[src/rtl/frame_aged_handle_allocator_assert.svh]
// assertion macros for the handle allocator top level
`ifndef FRAME_AGED_HANDLE_ALLOCATOR_ASSERT_SVH
`define FRAME_AGED_HANDLE_ALLOCATOR_ASSERT_SVH

// antecedent implies consequent in the same cycle
`define FHA_ASSERT_IMP(lbl, ante, cons, msg) \
	lbl: assert property (@(posedge clk) disable iff (!arst_n) (ante) |-> (cons)) \
		else $error(msg);

// condition must never be seen
`define FHA_ASSERT_NEVER(lbl, cond, msg) \
	lbl: assert property (@(posedge clk) disable iff (!arst_n) !(cond)) \
		else $error(msg);

`endif

[src/rtl/fha_pkg.sv]
// types and constants of the handle allocator
`timescale 1ns / 1ps
`default_nettype none

package fha_pkg;

	localparam int ID_W     = 32;
	localparam int HANDLE_W = 8;
	localparam int CNT_W    = 9;
	localparam int MAX_POOL = 256;

	typedef enum logic [1:0] {
		KIND_LOOKUP = 2'd0,
		KIND_BEGIN  = 2'd1,
		KIND_END    = 2'd2,
		KIND_RESET  = 2'd3
	} kind_t;

	typedef enum logic [1:0] {
		ST_FOUND = 2'd0,
		ST_ALLOC = 2'd1,
		ST_FULL  = 2'd2,
		ST_DONE  = 2'd3
	} status_t;

	typedef enum logic [3:0] {
		S_IDLE,
		S_LK_SCAN,
		S_LK_POP,
		S_LK_ALLOC,
		S_EF_OUTER,
		S_EF_LOAD,
		S_EF_INNER,
		S_EF_PUSH,
		S_EF_FIN
	} state_t;

	typedef struct packed {
		logic                init;
		logic [CNT_W-1:0]    init_n;
		logic                rd_en;
		logic                pop;
		logic                wr_en;
		logic [HANDLE_W-1:0] wr_pos;
		logic [HANDLE_W-1:0] wr_data;
		logic                add_en;
		logic [CNT_W-1:0]    add_val;
	} stk_ctrl_t;

	typedef struct packed {
		logic [CNT_W-1:0]    count;
		logic [HANDLE_W-1:0] top;
	} stk_stat_t;

endpackage

`default_nettype wire

[src/rtl/fha_stack.sv]
// free handle stack with implicit refill after a pool reset
`timescale 1ns / 1ps
`default_nettype none

module fha_stack import fha_pkg::*; #(
	parameter int DEPTH = 256
) (
	input  logic      clk,
	input  logic      arst_n,
	input  stk_ctrl_t ctrl,
	output stk_stat_t stat
);

	localparam int AW = (DEPTH > 1) ? $clog2(DEPTH) : 1;

	logic [HANDLE_W-1:0] mem [DEPTH];
	logic [CNT_W-1:0]    count_q;
	logic [CNT_W-1:0]    fresh_q;
	logic [CNT_W-1:0]    n_q;
	logic [CNT_W-1:0]    top_pos;
	logic [HANDLE_W-1:0] rd_data_s1;
	logic [HANDLE_W-1:0] imp_val_s1;
	logic                imp_s1;

	// positions below fresh_q were never written since the last refill:
	// they hold n-1-pos
	assign top_pos = count_q - CNT_W'(1);

	always_ff @(posedge clk or negedge arst_n) begin
		if (!arst_n) begin
			count_q <= CNT_W'(DEPTH);
			fresh_q <= CNT_W'(DEPTH);
			n_q     <= CNT_W'(DEPTH);
		end else if (ctrl.init) begin
			count_q <= ctrl.init_n;
			fresh_q <= ctrl.init_n;
			n_q     <= ctrl.init_n;
		end else if (ctrl.pop) begin
			count_q <= top_pos;
			if (top_pos < fresh_q) begin
				fresh_q <= top_pos;
			end
		end else if (ctrl.add_en) begin
			count_q <= count_q + ctrl.add_val;
		end
	end

	always_ff @(posedge clk) begin
		if (ctrl.wr_en) begin
			mem[ctrl.wr_pos[AW-1:0]] <= ctrl.wr_data;
		end
		if (ctrl.rd_en) begin
			rd_data_s1 <= mem[top_pos[AW-1:0]];
			imp_s1     <= (top_pos < fresh_q);
			imp_val_s1 <= HANDLE_W'(n_q - count_q);
		end
	end

	assign stat.count = count_q;
	assign stat.top   = imp_s1 ? imp_val_s1 : rd_data_s1;

endmodule

`default_nettype wire

[config.mk]
export PLATFORM = sky130hd
export DESIGN_NAME = fha_stack
export DESIGN_NICKNAME = d
export VERILOG_FILES = /design/src/rtl/frame_aged_handle_allocator_assert.svh /design/src/rtl/fha_pkg.sv /design/src/rtl/fha_stack.sv
export SDC_FILE = /design/constraint.sdc
export NUM_CORES = 2
export LEC_CHECK = 0
export BUFFER_PORTS_ARGS = -buffer_cell sky130_fd_sc_hd__buf_2
export CORE_UTILIZATION = 40
export CTS_CLUSTER_DIAMETER = 150
export CTS_CLUSTER_SIZE = 20
export DETAILED_ROUTE_END_ITERATION = 8
export SYNTH_ARGS = -nofsm -noshare
export SYNTH_HDL_FRONTEND = slang
export SYNTH_SLANG_ARGS = --single-unit
[constraint.sdc]
create_clock -name clk -period 5.84 [get_ports clk]
set_input_delay 0 -clock clk [delete_from_list [all_inputs] [get_ports clk]]
set_output_delay 0 -clock clk [all_outputs]
set_load 0.1 [all_outputs]
* After elaboration in Yosys (flattened, before gate mapping)
Memories as Yosys holds them, arrays and structs flattened. A register that Yosys moved wholly into a read port is not among the register bits. Cells that the tools add are included. Widths: inputs -> output; s select.
Operators by class: add/subtract/negate cells 3, $lt $le $gt $ge 1, muxes and demuxes 9, reductions and logical operators 4
Operator list (count):
- $mux 9 | 6
- $add 9x9->9 | 1
- $lt 9x9->1 | 1
- $sub 9x1->9 const B | 1
- $mux 8 | 1
- $sub 8x8->8 | 1
- $reduce_bool 2->1 | 2
- $reduce_bool 3->1 | 1
- $mux 1 | 2
- $reduce_and 2->1 | 1
Storage, ports and cells: register bits after elaboration 35, memory bits (writable) 2048, input port bits 41, output and inout port bits 17, memories kept 1
Memories:
- mem | depth 256, bits a word 8, rd ports 1, clocked after Yosys merged registers in 1, wr ports 1, RTL line fha_stack.sv:16 | logic [HANDLE_W-1:0] mem [DEPTH];

* Depth between registers and ports, before layout
depth after elaboration 5, depth in mapped cells 19, gate-level depth less buffers 12

* Worst setup path after synthesis
Ideal clock, no wire load.
kind register to register, start register count_q[0], end register fresh_q[6], arrival time 4.645 ns, data required time 5.707 ns, setup slack 1.061 ns, cell stages (with the launch flop) 20, buffers on the path 8, cell sequence dfrtp_1 -> clkbuf_1 -> buf_2 -> buf_4 -> buf_4 -> inv_1 -> ha_1 -> clkbuf_1 -> clkbuf_1 -> clkbuf_1 -> buf_2 -> inv_1 -> ha_1 -> a21o_1 -> a21oi_1 -> nor3_1 -> o22ai_1 -> nand2_1 -> mux2i_1 -> o21ai_0
On the way: word-level cells in the longest chain between the ends 4, elaborated cells between the ends (all ways) 7, those cells by class add/sub (1); order compare (1); mux (3); reduce/logical (2)
Ends and longest elaborated chain:
- from (decl) | RTL line fha_stack.sv:17 | logic [CNT_W-1:0] count_q;
- from (signal assigned) | RTL line fha_stack.sv:31 | count_q <= CNT_W'(DEPTH);
- from (signal assigned) | RTL line fha_stack.sv:35 | count_q <= ctrl.init_n;
- from (signal assigned) | RTL line fha_stack.sv:39 | count_q <= top_pos;
- $sub 9x1->9 (*) | RTL line fha_stack.sv:27 | assign top_pos = count_q - CNT_W'(1);
- $lt 9x9->1 or $mux 9 (tied branches) | RTL line fha_stack.sv:40 | if (top_pos < fresh_q) begin
- $reduce_bool 2->1 (no source line) or $mux 9 (tied branches)
- $reduce_and 2->1 (no source line) or $mux 9 (tied branches)
- to (signal assigned) | RTL line fha_stack.sv:32 | fresh_q <= CNT_W'(DEPTH);
- to (signal assigned) | RTL line fha_stack.sv:36 | fresh_q <= ctrl.init_n;
- to (signal assigned) | RTL line fha_stack.sv:41 | fresh_q <= top_pos;
- to (decl) | RTL line fha_stack.sv:18 | logic [CNT_W-1:0] fresh_q;
Mark *: on every way between the ends. The rest lies on a longest branch, timed or not. The select of a mux whose other input is x is not followed. A chain may end at the register's enable or synchronous reset.

* Final worst setup path
start register count_q[0], end register rd_data_s1[4] (read register of mem), data pin
On the way: word-level cells in the longest chain between the ends 1
Ends and longest elaborated chain:
- $sub 9x1->9 | RTL line fha_stack.sv:27
- to (decl) | RTL line fha_stack.sv:21 | logic [HANDLE_W-1:0] rd_data_s1;
Every way passes these cells.

==> summary.md <==
| Metric | Value |
|---|---|
| Status | `finished, final reports clean` |
| Most used cell, CP | `mux4_2` |
| Part of the cycle the worst path needs | `86.4%` |
| Cells after DPL | `around 6200` |
| Netlist cell types | `between 40 and 50` |
| Core area | `202000 µm²` |
| Setup crit end | `rd_data_s1[4]$_DFFE_PP_` |
| Primary FF master, synth | `edfxtp_1` |
| Fillers | `around 17000` |
| Crit-path cells | `inv_1 -> ha_4 -> buf_12 -> mux4_2 -> mux4_2 -> a22o_1 -> a221oi_1 -> o221ai_1` |
| Initial DRC Count | `4440` |
| Setup bufs post-CTS | `0` |
| Antenna-violating nets left | `0` |
| Worst-Margin Slew | `around 1.3 ns` |
| CTS tree | `built` |
| Finished Layout Cells | `around 6400` |
| Drt pass-1 iters | `7` |
| Async set-or-reset flop fraction in the synthesized netlist | `1.24%` |
| Met2 Track Usage GR | `30.5%` |
| Yosys warns | `0` |
| Post-layout nets | `~3700` |
| CP delay by family, top | `compound AO/OA/AOI/OAI gates` |
| Reg2Reg Setup Slack | `roughly 0.8 ns` |
| Share of cells above drive strength 1 | `about a quarter` |
| CP peak stage delay | `between 0.9 and 1 ns` |
| Peak VDD IR | `approximately 330 µV` |
| Final Instance Area | `slightly below 90000 µm²` |
| PwrDens | `340 nW/µm²` |
| Min cycle time layout | `roughly 5.0 ns` |
| Critical path startpoint | `count_q[0]$_DFFE_PN0P_` |
| Busiest layer in global routing | `met2` |
| Die W | `453 µm` |
| Commonest non-fill, non-tap cells in the layout | `2065 x edfxtp_1, 640 x mux4_2, 275 x nor2_1` |
| Residual DRC | `0` |
| H-tree depth | `3` |
| Die Height | `453 µm` |
| Final setup vio count | `0` |
| Fin. max-slew vios | `0` |
| Synthesis-to-finish area growth | `9.15%` |
| Max_cap viols | `0` |
| F_max | `between 150 and 200 MHz` |
| Critical path arrival | `between 5 and 6 ns` |
| Critical path's slowest cell | `a221oi_1` |
| RSZ-0062 raised after global routing | `false` |
| Final wirelength | `roughly 200 mm` |
| Reg-to-reg endpoint | `rd_data_s1[4]$_DFFE_PP_` |
| Required @ worst endpoint | `around 6.3 ns` |
| Final HPWL DP | `about 120 mm` |
| GR Util met1 | `27.5%` |
| Worst Path Max Fanout | `64` |
| CP Depth | `8` |
| First-pass GRT wire length | `281 mm` |
| Die area | `205000 µm²` |
| Vias in the first global route | `~37000` |
| Initial antenna violation count | `10` |
| Register area share after synthesis | `around 77%` |
| I/O Buffers | `57` |
| Starting Density | `40.3%` |
| Routed WL per cell | `30.9 µm` |
| WS Path Type | `reg2reg` |
| Mapped cell area | `slightly above 80000 µm²` |
| TritonCTS buffer count | `between 100 and 150` |
| GRT overflow | `0` |
| Most common cell after layout, fill and taps aside | `edfxtp_1` |
| Leakage | `between 20 and 30 nW` |
| Routability cong. | `between 0.8 and 0.9` |
| Syn_area_per_cell | `around 23 µm²` |
| Fin Setup TNS | `0 ns` |
| Pre-CTS worst setup slack | `roughly 0.8 ns` |
| Placed cell areas | `between 80000 and 90000 µm²` |
| CTS sink count | `2091` |
| Worst skew pair latency | `0.79 ns` |
| Post-layout util | `a little over two fifths` |
| Worst r2r src | `count_q[0]$_DFFE_PN0P_` |
| Vias | `roughly 37000` |
| Hold Path Class | `in2reg` |
| Clock root buffer | `clkbuf_16` |
| Reg clk slew, reported paths | `around 0.090 ns` |
| Final hold vios | `0` |
| Vias per cell | `a little under 6` |
| CP startpoint kind | `flip-flop` |
| Mapped Cells | `3569` |
| Final clock skew | `roughly 0.06 ns` |
| Final WS setup | `approximately 0.8 ns` |
| Site row count | `around 170` |
| Worst path buffer plus inverter count | `2` |
| GRT Resource Usage Total | `19.2%` |
| R2R depth | `8` |
| I/O Pins | `a little under 60` |
| Post-synth EDFFs | `approximately 2100` |
| Largest net degree at the start of global routing | `roughly 200` |
| Worst setup EP type | `flip-flop` |
| Max transition margin | `roughly 15%` |
| Met3 GRT Util | `3.71%` |
| Clock buffer depth | `3` |
| FF+latch count, synth | `approximately 2100` |
| Post-Syn Nets | `around 3600` |
-- final cells by class --
type / instances / area (µm²) / share of cell area (%)
inverters: 37 / 146 / 0.165
multi-input cells: 1237 / 17800 / 20.0
repair buffers: 199 / 1820 / 2.05
clock buffers: 139 / 2970 / 3.34
diodes: 3 / 7.51 / 0.00844
well taps: 2672 / 3340 / 3.76
clock inverters: 7 / 125 / 0.141
flip-flops and latches: 2091 / 62700 / 70.5
-- power by group --
part | switching [mW] | internal [mW] | leakage (nW)
combinational | 3.12 | 2.17 | 6.24
clock | 4.68 | 3.59 | 1.50
sequential | 0.0823 | 16.6 | 18.9
-- Yosys cell counts, types with 23 or more instances --
cell type  count  share of area, %
inv_1         36              0.17
a22oi_1       40              0.37
clkbuf_1     128              0.59
nand2_1       52              0.24
nor2_1       279               1.3
dfrtp_1       24              0.74
nand3_1       23              0.14
ha_1          24              0.37
edfxtp_1    2065                76
buf_2         56              0.34
o21ai_0       27              0.17
mux4_2       640                18
-- worst min path at each step --
stage                        start                     end  slack [ns]  cells past startpoint
final                      ctrl[7]  count_q[8]$_DFFE_PN1P_        0.06                      7
after global routing      ctrl[30]  fresh_q[1]$_DFFE_PN0P_        0.06                      4
after CTS                  ctrl[7]  count_q[8]$_DFFE_PN1P_      0.0005                      7
after global placement      arst_n  count_q[7]$_DFFE_PN0P_        0.05                      1
after detailed placement    arst_n  count_q[7]$_DFFE_PN0P_        0.06                      1
after floorplan             arst_n  count_q[0]$_DFFE_PN0P_       -0.30                      0
-- tightest hold or removal path: stages --
cell and delay [ns]:
buf_2 0.08, ha_1 0.16, nor2_1 0.06, nor3_1 0.18, xor2_1 0.13, o21ai_0 0.17, a2bb2oi_1 0.07
-- through the flow --
stage,power [mW],hold WS (ns)
final,30.2,0.0583
after global routing,31.1,0.0555
after CTS,30.4,0.000533
after detailed placement,22.3,0.0599
after global placement,22.3,0.0494
after floorplan,20.2,-0.296
-- sequential cells by signal, summed over array words and instances, names as in the netlist --
signal      flops
mem          2048
n_q             8
fresh_q         9
imp_val_s1      8
imp_s1          1
count_q         9
rd_data_s1      8
-- kinds of logic after synthesis --
kind of cell | Yosys count | synth area share [%]
AO/OA/AOI/OAI | 144 | 1.28
flip-flops | 2091 | 76.9
buffers and inverters | 241 | 1.30
adder cells (fa/ha/maj) | 26 | 0.418
multiplexers | 658 | 17.9
XOR/XNOR | 20 | 0.215
AND/OR/NAND/NOR | 389 | 1.92
-- layer usage --
| layer | wire [µm] | vias up | share of wire [%] |
|---|---|---|---|
| met1 | 83400 | 20300 | 42 |
| met5 | 27 | - | 0.014 |
| met4 | 4180 | 4 | 2.1 |
| li1 | - | 15200 | - |
| met3 | 14600 | 192 | 7.4 |
| met2 | 95300 | 1355 | 48 |
-- repair_timing --
action                                 4_1_cts  5_1_grt
gates resized for setup                      0        0
hold buffers                                47        0
endpoints found under the hold margin      921        0
Note: power is estimated with default switching activity, not from simulation.
