==> src/rtl/frame_aged_handle_allocator_assert.svh <==
// assertion macros for the handle allocator top level
`ifndef FRAME_AGED_HANDLE_ALLOCATOR_ASSERT_SVH
`define FRAME_AGED_HANDLE_ALLOCATOR_ASSERT_SVH

// antecedent implies consequent in the same cycle
`define FHA_ASSERT_IMP(lbl, ante, cons, msg) \
	lbl: assert property (@(posedge clk) disable iff (!arst_n) (ante) |-> (cons)) \
		else $error(msg);

// condition must never be seen
`define FHA_ASSERT_NEVER(lbl, cond, msg) \
	lbl: assert property (@(posedge clk) disable iff (!arst_n) !(cond)) \
		else $error(msg);

`endif

==> src/rtl/fha_pkg.sv <==
// types and constants of the handle allocator
`timescale 1ns / 1ps
`default_nettype none

package fha_pkg;

	localparam int ID_W     = 32;
	localparam int HANDLE_W = 8;
	localparam int CNT_W    = 9;
	localparam int MAX_POOL = 256;

	typedef enum logic [1:0] {
		KIND_LOOKUP = 2'd0,
		KIND_BEGIN  = 2'd1,
		KIND_END    = 2'd2,
		KIND_RESET  = 2'd3
	} kind_t;

	typedef enum logic [1:0] {
		ST_FOUND = 2'd0,
		ST_ALLOC = 2'd1,
		ST_FULL  = 2'd2,
		ST_DONE  = 2'd3
	} status_t;

	typedef enum logic [3:0] {
		S_IDLE,
		S_LK_SCAN,
		S_LK_POP,
		S_LK_ALLOC,
		S_EF_OUTER,
		S_EF_LOAD,
		S_EF_INNER,
		S_EF_PUSH,
		S_EF_FIN
	} state_t;

	typedef struct packed {
		logic                init;
		logic [CNT_W-1:0]    init_n;
		logic                rd_en;
		logic                pop;
		logic                wr_en;
		logic [HANDLE_W-1:0] wr_pos;
		logic [HANDLE_W-1:0] wr_data;
		logic                add_en;
		logic [CNT_W-1:0]    add_val;
	} stk_ctrl_t;

	typedef struct packed {
		logic [CNT_W-1:0]    count;
		logic [HANDLE_W-1:0] top;
	} stk_stat_t;

endpackage

`default_nettype wire

==> src/rtl/fha_cmp.sv <==
// shared id comparator for lookup match and end-frame ranking
`timescale 1ns / 1ps
`default_nettype none

module fha_cmp import fha_pkg::*; (
	input  logic [ID_W-1:0] a,
	input  logic [ID_W-1:0] b,
	output logic            eq,
	output logic            lt
);

	assign eq = (a == b);
	assign lt = (a < b);

endmodule

`default_nettype wire

==> config.mk <==
export PLATFORM = sky130hd
export DESIGN_NAME = fha_cmp
export DESIGN_NICKNAME = d
export VERILOG_FILES = /design/src/rtl/frame_aged_handle_allocator_assert.svh /design/src/rtl/fha_pkg.sv /design/src/rtl/fha_cmp.sv
export SDC_FILE = /design/constraint.sdc
export NUM_CORES = 1
export LEC_CHECK = 0
export ABC_CLOCK_PERIOD_IN_PS = 1640
export BUFFER_PORTS_ARGS = -buffer_cell sky130_fd_sc_hd__buf_2
export CAP_MARGIN = 40
export CORE_ASPECT_RATIO = 1.2
export CORE_MARGIN = 3
export CORE_UTILIZATION = 37
export DETAILED_ROUTE_END_ITERATION = 8
export GPL_TIMING_DRIVEN = 0
export PLACE_DENSITY = 0.8
export SYNTH_ARGS = -nofsm -noshare
export SYNTH_HDL_FRONTEND = slang
export SYNTH_SLANG_ARGS = --single-unit
export TNS_END_PERCENT = 5
==> constraint.sdc <==
create_clock -name vclk -period 1.64
set_input_delay 0.082 -clock vclk [all_inputs]
set_output_delay 0.082 -clock vclk [all_outputs]
set_load 0.02 [all_outputs]
Word-level counts from Yosys, hierarchy flattened

Index checks and enable logic that the tools add are counted.
Widths: inputs -> output; s select.

Register bits: 0
Input port bits: 64
Output and inout port bits: 2
Word-level logic and storage cells: 2

$lt $le $gt $ge: 1
Equal/unequal tests: 1

Operators by type and width:

| cell         | count |
|---|---|
| $eq 32x32->1 | 1 |
| $lt 32x32->1 | 1 |

Logic depth before layout (Yosys ltp)

Gate-level depths: netlist of the first run.

Depth in word-level cells: 1
Gate-level depth with buffers: 7
Gate-level depth less buffers: 7

Least setup slack after synthesis of the first run

OpenSTA, ideal clock, no wires.

Path kind: input -> output
Start point: input port b[13]
End point: output port lt
Data arrival time: 1929 ps
Required time: 1558 ps
Slack: -371 ps
Cell stages on the path: 7
Buffers on the path: 0
Cells stage by stage: inv_1 ha_1 a21oi_1 nor2_1 a211o_1 or4b_1 a2111oi_2

Longest elaborated chain between the ends: 1

RTL lines:

| element      | RTL line      | source |
|---|---|---|
| from (decl)  | fha_cmp.sv:7  | `input logic [ID_W-1:0] b,` |
| $lt 32x32->1 | fha_cmp.sv:13 | `assign lt = (a < b);` |
| to (decl)    | fha_cmp.sv:9  | `output logic lt` |

No other way between the ends.

Worst setup path in the final report of the first run

Same ends and word-level chain as after synthesis.

==> reports/qor.yml, run 1 <==
dr.pass1.iters: 3
core_um2: 1960
instances_no_fill: 211
regArea_um2: 0
crit_type: "primary input to output port"
finalNetCount: 281
hp-class: "primary input to output port"
drv_cap: 0
finalHoldViolCount: 0
cp.required_ns: 1.56
chipWidth_um: 48.7
post-route-util: 0.663
gr-usage-all-layers: 0.153
layout_common_cells: "buf_2, inv_1, ha_1"
gp_congestion: 0.705
hold_ws_ns: 0.618
dieHeight_um: 57.2
drc_errors: 0
cts_hold_buf: 0
wl_um: 2110
failed_checks: "setup timing"
rsz0062_at_grt: "yes"
fp.dieArea_um2: 2780
status: "complete, but fails checks"
worst_pin_slew_ns: 0.361
powerDensity_nw_per_um2: 217
yosys_warnings: 0
final_cell_area_um2: 1300
fin_ws_ns: -0.279
vdd_drop_max_uv: 115
critPathCaptureType: "output port"
ant_nets: 0
placed_cells: 209
ys_types: 22
max_freq_mhz: 521
post_dp_cell_area_um2: 1260
antenna_found_initial: 0
total_power_mw: 0.282
drtIter0Drc: 1
setup_viol: 1
yosysTopAreaCell: "ha_1"
synth_cells: 115
relSlewSlack: 0.757
portBuffers: 66
arrival_ns: 1.84
synth-seq-area-share: 0
hold_depth: 4
vias: 988
overflow: 0
cp_max_fo: 2
diodes: 0
dp_hpwl_um: 2020
syn_avg_cell_area_um2: 7.03
io_pins: 66
drv_slew: 0
grt_pass1_wl_um: 3690
avgRoutedWirePerCell_um: 10.0
synthesis.area_um2: 808
drive_gt1_frac: 0.443
worst_setup_path_start_kind: "primary input"
syn-num-nets: 211
fp-row-count: 17
grt_pass1_vias: 1050
grt_max_degree: 4
vias_per_cell: 4.68
min_from: "a[31]"
mostFrequentLayoutCell: "buf_2"
yosysTopAreaCellShare: 0.495
p_leak_nw: 0.787
seq_cell_count: 0
synth_area_leaders: "ha_1, inv_1, a21oi_1"
area_growth_pct: 60.5
whs_endpoint: "lt"
start_util: 0.413
nClkBuffers: 0
period_needed_ns: 1.92
layout_worst_path_cycle_share: 1.17
[kinds of logic (layout without fill, tap and decap cells)]
| kind of cell | after synthesis | in the layout | share of synthesized area |
|---|---|---|---|
| adders and majority gates | 32 | 32 | 0.495 |
| AOI/OAI and AO/OA | 22 | 22 | 0.170 |
| and+or+nand+nor | 29 | 29 | 0.186 |
| buffers and inverters | 32 | 100 | 0.149 |
[per-stage QoR]
| step | setup TNS, ns | worst slack, ns |
|---|---|---|
| 2_1_floorplan | -0.0823 | -0.0823 |
| 3_3_place_gp | -0.408 | -0.365 |
| 3_5_place_dp | -0.418 | -0.369 |
| 4_1_cts | -0.304 | -0.304 |
| 5_1_grt | -0.375 | -0.375 |
| 6_report | -0.279 | -0.279 |
[routing by layer]
metal / track usage / share of wire / vias up
li1: - / - / 530
met3: 0.0183 / 0.088 / 0
met5: 0 / 0 / -
met2: 0.342 / 0.55 / 44
met1: 0.153 / 0.36 / 414
met4: 0 / 0 / 0
[cell usage after synthesis (2+ instances only)]
master,n
ha_1,32
inv_1,32
a21oi_1,11
nand2_1,9
nor2_1,6
nand4_1,4
o21ai_0,3
and4_1,2
nand3_1,2
nor2b_1,2
[critical path, stage by stage]
cell and delay (ns):
buf_6 0.10, inv_12 0.03, ha_4 0.23, a21oi_2 0.12, nor2_1 0.05, a211o_1 0.26, or4b_4 0.49, a2111oi_4 0.29
buf_4 0.19
[where the power goes]
part / leakage (nW) / total [mW] / internal [mW] / switching (mW)
Clock: 0 / 0 / 0 / 0
Sequential: 0 / 0 / 0 / 0
Combinational: 0.787 / 0.282 / 0.154 / 0.128
[how the worst max path moves through the flow]
| stage | from | endpoint | slack [ns] | depth (start not counted) |
|---|---|---|---|---|
| after CTS | a[12] | lt | -0.30 | 8 |
| final | b[13] | lt | -0.28 | 9 |
| after detailed placement | b[13] | lt | -0.37 | 9 |
| after global placement | b[13] | lt | -0.37 | 9 |
| after floorplan | b[13] | lt | -0.08 | 7 |
| after global routing | b[12] | lt | -0.38 | 9 |
[area by class of cell]
class | count | area, um2
multi-input combinational | 83 | 771
fill | 190 | 659
timing repair buffer | 68 | 357
tap | 28 | 35.0
inverter | 32 | 135
[what timing repair did]
action                                  CTS  global route
pin swaps                                 1             3
resized for setup                         4             3
setup buffers                             0             2
endpoints found under the setup margin    2             2
Power figures use the tool's default switching activity.
==> run 2, diff against run 1 <==
--- a/config.mk
+++ b/config.mk
@@ -14,6 +14,7 @@
 export DETAILED_ROUTE_END_ITERATION = 8
 export GPL_TIMING_DRIVEN = 0
 export PLACE_DENSITY = 0.8
+export RECOVER_POWER = 100
 export SYNTH_ARGS = -nofsm -noshare
 export SYNTH_HDL_FRONTEND = slang
 export SYNTH_SLANG_ARGS = --single-unit
==> reports/qor.yml, run 2 (synthesis results as in run 1) <==
status: "complete, but fails checks"
failed_checks: "setup timing"
post_dp_cell_area_um2: 1260  # unchanged
portBuffers: 66  # unchanged
regArea_um2: 0  # unchanged
tns_ns: -0.280  # -0.000466 ns
post-place-ws_ns: -0.369  # unchanged
period_needed_ns: 1.92  # +0.000466 ns
ant_nets: 0  # unchanged
finalHoldViolCount: 0  # unchanged
worst_setup_path_start_kind: "primary input"
fp.dieArea_um2: 2780  # unchanged
drv_cap: 0  # unchanged
seq_cell_count: 0  # unchanged
layout_common_cells: "buf_2, inv_1, ha_1"
comb_power_share: 1.000  # about the same
grt_pass1_wl_um: 3690  # unchanged
path_buf_inv: 3  # unchanged
overflow: 0  # unchanged
cp.required_ns: 1.56  # about the same
nClkBuffers: 0  # unchanged
max_freq_mhz: 521  # about the same
antenna_found_initial: 0  # unchanged
placed_cells: 209  # unchanged
grt_pass1_vias: 1050  # unchanged
wl_um: 2110  # -0.14%
finalNetCount: 281  # unchanged
drive_gt1_frac: 0.443  # unchanged
io_pins: 66  # unchanged
final_cell_area_um2: 1290  # -0.19%
dp_hpwl_um: 2020  # unchanged
crit_family: "compound AO/OA/AOI/OAI gates"
cp_max_fo: 2  # unchanged
arrival_ns: 1.84  # about the same
core_um2: 1960  # unchanged
power_frac_clock: 0  # unchanged
switchingPower_mw: 0.128  # about the same
start_util: 0.413  # unchanged
gr-usage-all-layers: 0.153  # unchanged
cts_hold_buf: 0  # unchanged
drtIter0Drc: 1  # unchanged
powerDensity_nw_per_um2: 218  # +0.20%
fp-row-count: 17  # unchanged
slowest_stage: "or4b_4"
diodes: 0  # unchanged
layout_worst_path_cycle_share: 1.17  # about the same
intPower_mw: 0.154  # about the same
crit_chain: "buf_6, inv_12, ha_4, a21oi_2, nor2_1, a211o_1, or4b_4, a2111oi_4, buf_4"
area_growth_pct: 60.2
p_leak_nw: 0.787  # about the same
relSlewSlack: 0.757  # unchanged
rsz0062_at_grt: "yes"
drc_errors: 0  # unchanged
crit_type: "primary input to output port"
dieHeight_um: 57.2  # unchanged
grt_max_degree: 4  # unchanged
dr.pass1.iters: 3  # unchanged
max_stage_delay_ns: 0.49  # about the same
setup_viol: 1  # unchanged
worst_pin_slew_ns: 0.361  # unchanged
netSwitchingFraction: 0.454  # about the same
seq_power_share: 0  # unchanged
avgRoutedWirePerCell_um: 9.99  # -0.14%
gp_congestion: 0.705  # unchanged
vias_per_cell: 4.68  # unchanged
chipWidth_um: 48.7  # unchanged
vias: 988  # unchanged
drv_slew: 0  # unchanged
instances_no_fill: 211  # unchanged
vdd_drop_max_uv: 115  # unchanged
critPathCaptureType: "output port"
hp-class: "primary input to output port"
fin_ws_ns: -0.280  # -0.000466 ns
mostFrequentLayoutCell: "buf_2"
[run 2: routing by layer]
metal	wire [um]	vias up	track usage	part of all wire
li1	-	530	-	-
met1	752	414	0.153	0.36
met2	1170	44	0.342	0.55
met3	185	0	0.0183	0.088
met4	0	0	0	0
met5	0	-	0	0
[run 2: cell type report]
type	instances	area, um2
timing repair buffer	68	354
inverter	32	135
tap	28	35.0
multi-input combinational	83	771
fill	190	662
[run 2: worst paths after layout]
path                  startpoint  to  slack, ns  cells after the start
worst min-delay path       a[31]  lt       0.62                      4
worst max-delay path       b[13]  lt      -0.28                      9
[run 2: power groups by stage]
stage	Combinational, mW	Clock (mW)	Sequential [mW]
2_1_floorplan	0.157	0	0
3_3_place_gp	0.260	0	0
3_5_place_dp	0.277	0	0
4_1_cts	0.283	0	0
5_1_grt	0.328	0	0
6_report	0.282	0	0
[run 2: what timing repair did]
action / CTS / global route
gates resized for setup: 4 / 3
buffers inserted: 0 / 2
endpoints found under the setup margin: 2 / 2
pin swaps: 1 / 3
[run 2: worst min-delay path: stages]
cell,delay [ns]
buf_2,0.08
ha_1,0.18
a2111oi_4,0.04
buf_4,0.15
[run 2: stage by stage]
stage / power [mW] / hold WS (ns) / utilization
3_3_place_gp: 0.260 / 0.617 / 0.643
4_1_cts: 0.283 / 0.624 / 0.649
2_1_floorplan: 0.157 / 0.395 / -
6_report: 0.282 / 0.618 / 0.662
3_5_place_dp: 0.277 / 0.625 / 0.643
5_1_grt: 0.328 / 0.635 / 0.662
==> run 3, diff against run 2 <==
--- a/config.mk
+++ b/config.mk
@@ -8,7 +8,6 @@
 export ABC_CLOCK_PERIOD_IN_PS = 1640
 export BUFFER_PORTS_ARGS = -buffer_cell sky130_fd_sc_hd__buf_2
 export CAP_MARGIN = 40
-export CORE_ASPECT_RATIO = 1.2
 export CORE_MARGIN = 3
 export CORE_UTILIZATION = 37
 export DETAILED_ROUTE_END_ITERATION = 8
==> reports/qor.yml, run 3 (synthesis results as in run 1) <==
status: "complete, but fails checks"
failed_checks: "setup timing"
setup_viol: 1  # unchanged
arrival_ns: 1.83  # about the same
vias: 987  # -0.10%
mostFrequentLayoutCell: "buf_2"
cp_max_fo: 2  # unchanged
layout_common_cells: "buf_2, inv_1, ha_1"
instances_no_fill: 209  # -0.95%
worst_setup_path_start_kind: "primary input"
wl_um: 1940  # -7.8%
chipWidth_um: 52.7  # +8.4%
min_from: "a[31]"
max_freq_mhz: 523  # +0.48%
avgRoutedWirePerCell_um: 9.30  # -6.9%
whs_endpoint: "lt"
crit_chain: "buf_8, inv_12, ha_4, a21oi_2, nor2_1, a211o_1, or4b_4, a2111oi_4, buf_4"
vias_per_cell: 4.72  # +0.85%
seq_cell_count: 0  # unchanged
layout_worst_path_cycle_share: 1.16  # -0.00559
finalHoldViolCount: 0  # unchanged
dr.pass1.iters: 4  # +1
fp-row-count: 16  # -1
hp-class: "primary input to output port"
regArea_um2: 0  # unchanged
drc_errors: 0  # unchanged
drv_slew: 0  # unchanged
antenna_found_initial: 0  # unchanged
drive_gt1_frac: 0.440  # -0.00306
cts_hold_buf: 0  # unchanged
gp_congestion: 0.727  # +3.0%
period_needed_ns: 1.91  # -0.00917 ns
slowest_stage: "or4b_4"
grt_pass1_vias: 842  # -20%
grt_max_degree: 4  # unchanged
post-place-ws_ns: -0.372  # -0.00263 ns
diodes: 0  # unchanged
powerDensity_nw_per_um2: 215  # -1.1%
gr-usage-all-layers: 0.134  # -0.0184
relSlewSlack: 0.763  # +0.00641
placed_cells: 208  # -0.48%
drtIter0Drc: 1  # unchanged
grt_pass1_wl_um: 3020  # -18%
dp_hpwl_um: 1920  # -4.8%
critPathCaptureType: "output port"
area_growth_pct: 59.6
cp.required_ns: 1.56  # about the same
ant_nets: 0  # unchanged
fp.dieArea_um2: 2780  # about the same
vdd_drop_max_uv: 109  # -4.8%
nClkBuffers: 0  # unchanged
p_leak_nw: 0.784  # -0.49%
fin_ws_ns: -0.270  # +0.00917 ns
overflow: 0  # unchanged
finalNetCount: 280  # -0.36%
post-route-util: 0.638  # -0.0238
start_util: 0.400  # -0.0133
drv_cap: 0  # unchanged
io_pins: 66  # unchanged
final_cell_area_um2: 1290  # -0.39%
crit_type: "primary input to output port"
tns_ns: -0.270  # +0.00917 ns
worst_pin_slew_ns: 0.352  # -0.00905 ns
portBuffers: 66  # unchanged
dieHeight_um: 52.7  # -7.8%
hold_depth: 4  # unchanged
core_um2: 2020  # +3.3%
max_stage_delay_ns: 0.50  # about the same
post_dp_cell_area_um2: 1260  # about the same
rsz0062_at_grt: "yes"
==> run 3: repair_timing <==
action,CTS,global route
setup buffers,0,1
setup endpoints to repair,2,2
hold endpoints to repair,0,0
pin swaps,2,3
gates resized for setup,5,3
==> run 3: where the power goes <==
part	internal, mW	switching [mW]	total, mW
Clock	0	0	0
Sequential	0	0	0
Combinational	0.153	0.125	0.278
==> run 3: layout make-up <==
| type | instances | area (um2) |
|---|---|---|
| Multi-Input combinational cell | 83 | 771 |
| Timing Repair Buffer | 67 | 350 |
| Fill cell | 183 | 732 |
| Tap cell | 27 | 33.8 |
| Inverter | 32 | 135 |
==> run 3: worst max-delay path by stage <==
stage,start,to,slack [ns],depth (start not counted)
floorplan,b[13],lt,-0.08,7
global placement,b[13],lt,-0.35,9
detailed placement,b[13],lt,-0.37,9
CTS,b[13],lt,-0.28,9
global route,b[1],lt,-0.37,9
finish,b[13],lt,-0.27,9
==> run 3: per-stage QoR <==
step	hold WS (ns)	power [mW]
2_1_floorplan	0.395	0.157
3_3_place_gp	0.624	0.259
3_5_place_dp	0.628	0.274
4_1_cts	0.622	0.282
5_1_grt	0.649	0.323
6_report	0.621	0.278
==> run 3: routing by layer <==
layer / share of wire / vias to the layer above / GRT usage
li1: - / 529 / -
met5: 0 / - / 0
met1: 0.36 / 417 / 0.155
met3: 0.10 / 0 / 0.00855
met4: 0 / 0 / 0
met2: 0.54 / 41 / 0.277
==> run 3: critical path, delay by kind of cell <==
kind / cells / cell delay [ns]
adder cells (fa/ha/maj): 1 / 0.23
AO/OA/AOI/OAI: 3 / 0.67
AND/OR/NAND/NOR: 2 / 0.55
buffers and inverters: 3 / 0.31
